## src/rtl/slot_registry_table_unit_defines.svh

```systemverilog
// Assertion macros shared by the slot registry table RTL.
`ifndef SLOT_REGISTRY_TABLE_UNIT_DEFINES_SVH
`define SLOT_REGISTRY_TABLE_UNIT_DEFINES_SVH

// The consequent must hold in the same cycle as the antecedent.
`define SRT_ASSERT_NOW(label, clk, rst_n, ante, cons) \
  label: assert property (@(posedge clk) disable iff (!rst_n) (ante) |-> (cons)) \
    else $error("slot registry check failed");

// The consequent must hold in the cycle after the antecedent.
`define SRT_ASSERT_NEXT(label, clk, rst_n, ante, cons) \
  label: assert property (@(posedge clk) disable iff (!rst_n) (ante) |=> (cons)) \
    else $error("slot registry check failed");

`endif

```

## src/rtl/srt_pkg.sv

```systemverilog
// Types, constants and helper functions of the slot registry table.
package srt_pkg;

  localparam int SLOT_COUNT = 64;
  localparam int SLOT_W     = $clog2(SLOT_COUNT);
  localparam int HW_W       = $clog2(SLOT_COUNT + 1);

  localparam logic [2:0] CMD_ALLOC      = 3'd0;
  localparam logic [2:0] CMD_FREE       = 3'd1;
  localparam logic [2:0] CMD_FIND_OWNER = 3'd2;
  localparam logic [2:0] CMD_FIND_TASK  = 3'd3;
  localparam logic [2:0] CMD_FIND_PREV  = 3'd4;
  localparam logic [2:0] CMD_RESET      = 3'd5;

  localparam logic [1:0] ST_OK       = 2'd0;
  localparam logic [1:0] ST_FULL     = 2'd1;
  localparam logic [1:0] ST_NOTFOUND = 2'd2;
  localparam logic [1:0] ST_INVALID  = 2'd3;

  localparam logic [31:0] OWNER_FREE     = 32'h0000_0000;
  localparam logic [31:0] OWNER_SENTINEL = 32'hFFFF_FFFF;

  typedef struct packed {
    logic [2:0]  command;
    logic [31:0] owner_handle;
    logic [31:0] task_handle;
    logic        attached;
    logic [5:0]  start_slot;
  } in_item_t;

  typedef struct packed {
    logic [1:0]  status;
    logic [5:0]  hit_slot;
    logic [31:0] hit_owner;
    logic [31:0] hit_task;
    logic [31:0] hit_token;
    logic        hit_attached;
  } out_item_t;

  typedef struct packed {
    logic [31:0] owner;
    logic [31:0] task_handle;
    logic [31:0] token;
    logic        attached;
  } slot_entry_t;

  // Per-slot compare results from the shared match unit.
  typedef struct packed {
    logic is_free;
    logic live;
    logic owner_eq;
    logic task_hit;
    logic token_gt;
    logic prev_hit;
  } match_t;

  // Contents of a slot that has not been written since the last table reset.
  function automatic slot_entry_t slot_reset_value(logic [SLOT_W-1:0] idx);
    slot_entry_t e;
    e = '0;
    if (idx == SLOT_W'(0) || idx == SLOT_W'(2)) begin
      e.owner = OWNER_SENTINEL;
    end
    return e;
  endfunction

endpackage

```

## src/rtl/srt_match.sv

```systemverilog
// Shared compare unit: checks one slot against the command's search keys.
module srt_match
  import srt_pkg::*;
(
  input  slot_entry_t entry,
  input  logic [31:0] key_owner,
  input  logic [31:0] key_task,
  input  logic [31:0] best_token,
  output match_t      m
);

  logic live;

  assign live = (entry.owner != OWNER_FREE) && (entry.owner != OWNER_SENTINEL);

  always_comb begin
    m          = '0;
    m.is_free  = (entry.owner == OWNER_FREE);
    m.live     = live;
    m.owner_eq = (entry.owner == key_owner);
    m.task_hit = live && (entry.task_handle == key_task);
    m.token_gt = (entry.token > best_token);
    m.prev_hit = live && entry.attached;
  end

endmodule

```

## config.mk

```make
export PLATFORM = sky130hd
export DESIGN_NAME = srt_match
export DESIGN_NICKNAME = d
export VERILOG_FILES = /design/src/rtl/slot_registry_table_unit_defines.svh /design/src/rtl/srt_pkg.sv /design/src/rtl/srt_match.sv
export SDC_FILE = /design/constraint.sdc
export NUM_CORES = 1
export LEC_CHECK = 0
export ABC_AREA = 1
export BUFFER_PORTS_ARGS = -buffer_cell sky130_fd_sc_hd__buf_4
export CAP_MARGIN = 40
export CELL_PAD_IN_SITES_DETAIL_PLACEMENT = 1
export CELL_PAD_IN_SITES_GLOBAL_PLACEMENT = 2
export CORE_MARGIN = 1
export CORE_UTILIZATION = 15
export DETAILED_ROUTE_END_ITERATION = 10
export PLACE_DENSITY_LB_ADDON = 0.1
export SYNTH_ARGS = -nofsm -noshare
export SYNTH_HDL_FRONTEND = slang
export SYNTH_SLANG_ARGS = --single-unit
```

## constraint.sdc

```tcl
create_clock -name vclk -period 1.58
set_clock_uncertainty 0.15 [all_clocks]
set_input_delay 0.158 -clock vclk [all_inputs]
set_output_delay 0.158 -clock vclk [all_outputs]
set_load 0.03 [all_outputs]
```

==> impl_metrics.tcl <==
set metrics [dict create \
    vias 2801 \
    fp.dieH_um 114 \
    route.detailed.drc 0 \
    worstMarginPinSlew_ns 0.370 \
    grt_usage 0.121 \
    routed_via_density 4.01 \
    slew_headroom 0.751 \
    wl_met3_um 730 \
    path_class "in2out" \
    postCtsHoldBufs 0 \
    power_density_nw_per_um2 241 \
    diodes 0 \
    power_frac_comb 1.000 \
    grt_pass1_wl_mm 13.2 \
    cp.required_ns 1.27 \
    finalSetupViolations 1 \
    hold_path_startpoint "entry[0]" \
    rows 40 \
    clkbuf_count 0 \
    grt_antenna_before_repair 0 \
    fill_cells 1536 \
    synth_xor_area_frac 0.226 \
    holdPathEnd "m[0]" \
    seqCellArea_sq_um 0 \
    max-vdd-ir-drop_v 0.0000647 \
    fin_crit_sh 1.05 \
    tns_ns -0.0839 \
    syn_area_sq_um 1900 \
    drv_slew 0 \
    synth_seq_area_share 0 \
    max_freq_ghz 0.601 \
    wl_mm 8.24 \
    die_w_um 114 \
    multi_input_area_sq_um 2150 \
    initial_core_util 0.156 \
    wirelength_met1_mm 3.22 \
    place.gp.congestion 0.739 \
    drive_above_1_share 0.554 \
    violations "setup timing" \
    route.met2.wl_mm 4.26 \
    ys_warn_count 0 \
    hpwl_mm 7.50 \
    numPlacedInstances 697 \
    synthDistinctLibCells 30 \
    drt_pass1_iterations 4 \
    cp-start-kind "input port" \
    synth_cells 319 \
    boundaryPins 199 \
    critPathCaptureType "primary output" \
    finalPower_w 0.00102 \
    setup_slack_ns -0.0839 \
    stdcell_count 699 \
    hold_violations 0 \
    sw_frac_of_total 0.389 \
    grt-ovfl-total 0 \
    top_layer_used "met4" \
    arrival_ns 1.36 \
    clockPowerShare 0 \
    cap_violations 0 \
    synth.area.mux_share 0 \
    dp_slack_ns -0.293 \
    synth_compound_area_frac 0.0811 \
    antenna_left 0 \
    critPathMaxFanout 2 \
    initialDrtViolationCount 57 \
    status "complete, but fails checks" \
    syn_area_per_cell_sq_um 5.95 \
    portBuffers 199 \
    synth_nets 544 \
    avgRoutedWirePerCell_um 11.8 \
    rsz0062_at_grt "yes" \
    seq_power_share 0 \
    grt_start_max_net_pins 5 \
    p_leak_nw 2.03 \
    seq_cells 0 \
    fin_util 0.349 \
    design.core.area_sq_um 12200 \
    synth_top_family_by_area "simple AND/OR/NAND/NOR gates" \
    p_int_w 0.000624 \
    power_switching_w 0.000397 \
    nNetsFinal 758 \
    synthAdderAreaFrac 0.211 \
    design.die.area_sq_um 13100 \
    synth-simple-area-share 0.365 \
    min_path_cells 4 \
    grt_pass1_vias 2981 \
    hold_class "in2out" \
    syn2layout_area_growth_pct 124 \
    finalCriticalPeriod_ns 1.66 \
]
-- logic make-up after synthesis --
| group | after synthesis |
|---|---|
| AO/OA/AOI/OAI | 27 |
| adder cells (fa/ha/maj) | 32 |
| AND/OR/NAND/NOR | 153 |
| XOR/XNOR | 49 |
| buffers and inverters | 58 |
-- worst max path at each step --
stage,startpoint,end
floorplan,best_token[31],m[1]
global placement,entry[32],m[1]
detailed placement,entry[32],m[1]
CTS,best_token[29],m[1]
global route,best_token[17],m[1]
finish,entry[24],m[1]
-- per-layer routing --
| layer | vias to the layer above | global-route usage |
|---|---|---|
| li1 | 1447 | - |
| met1 | 1245 | 0.138 |
| met2 | 107 | 0.242 |
| met3 | 2 | 0.0233 |
| met4 | 0 | 0.00346 |
| met5 | - | 0 |
-- Yosys cell counts --
library cell,n,share of area
a21oi_1,15,0.040
o22ai_1,1,0.0033
nand3_1,10,0.026
o21ai_2,1,0.0046
nor3_1,7,0.018
buf_4,1,0.0040
o211ai_1,1,0.0040
and3b_1,1,0.0046
inv_1,53,0.10
or2_2,3,0.0099
nor2_1,38,0.075
nand3_2,1,0.0053
xor2_1,4,0.018
clkinv_1,2,0.0040
nor3_2,1,0.0053
nand4_1,16,0.053
o21ai_1,4,0.011
or2_1,3,0.0099
or2_0,4,0.013
nor4_1,3,0.0099
nand2_1,64,0.13
xnor2_1,45,0.21
nor3b_1,1,0.0040
o2111ai_1,1,0.0046
a21o_1,1,0.0040
inv_2,2,0.0040
o21a_1,2,0.0079
ha_1,32,0.21
and2_1,1,0.0033
o21ai_0,1,0.0026
-- repair_timing --
action,CTS,global route
pin swaps,30,21
endpoints found under the setup margin,5,6
buffers inserted,3,0
resized for setup,62,40
-- power groups by stage --
stage / clock network, W / registers (W) / logic [W]
CTS: 0 / 0 / 0.000971
global placement: 0 / 0 / 0.000846
finish: 0 / 0 / 0.00102
detailed placement: 0 / 0 / 0.000866
floorplan: 0 / 0 / 0.000344
global route: 0 / 0 / 0.00115
-- metrics by stage --
step / cell area, sq um / hold slack, ns
6_report: 4240 / 0.513
5_1_grt: 4240 / 0.565
3_5_place_dp: 3690 / 0.521
3_3_place_gp: 3690 / 0.509
2_1_floorplan: 1910 / 0.317
4_1_cts: 4030 / 0.522
-- layout make-up --
cell class	count	share of cell area
well taps	168	0.0496
repair buffers	213	0.393
multi-input cells	261	0.506
inverters	57	0.0516
-- critical path, stage by stage --
cell	delay, ns
buf_4	0.12
ha_4	0.26
nand2_2	0.07
nor2_4	0.09
nand4_1	0.13
nor2_4	0.16
and3b_2	0.21
a21oi_4	0.03
buf_6	0.14
-- cell usage in the layout, fill, tap and decap left out, types with 2 or more instances in the layout --
cell / Yosys / final
nand2_2: 0 / 9
or2_2: 3 / 3
or2_1: 3 / 3
xor2_1: 4 / 4
xnor2_2: 0 / 4
ha_1: 32 / 9
buf_4: 1 / 195
nand3_2: 1 / 2
ha_4: 0 / 23
nand2_1: 64 / 53
nor4_1: 3 / 2
o21ai_1: 4 / 4
or2_0: 4 / 4
nand4_1: 16 / 16
nor2_1: 38 / 29
nor2_2: 0 / 4
clkinv_1: 2 / 2
a21oi_1: 15 / 13
xnor2_1: 45 / 41
inv_2: 2 / 15
o21a_1: 2 / 2
inv_1: 53 / 38
nand3_1: 10 / 9
nor3_2: 1 / 4
nor2_4: 0 / 5
nor3_1: 7 / 3
buf_6: 0 / 18
nand2_4: 0 / 2
inv_4: 0 / 2
Power figures use the tool's default switching activity.
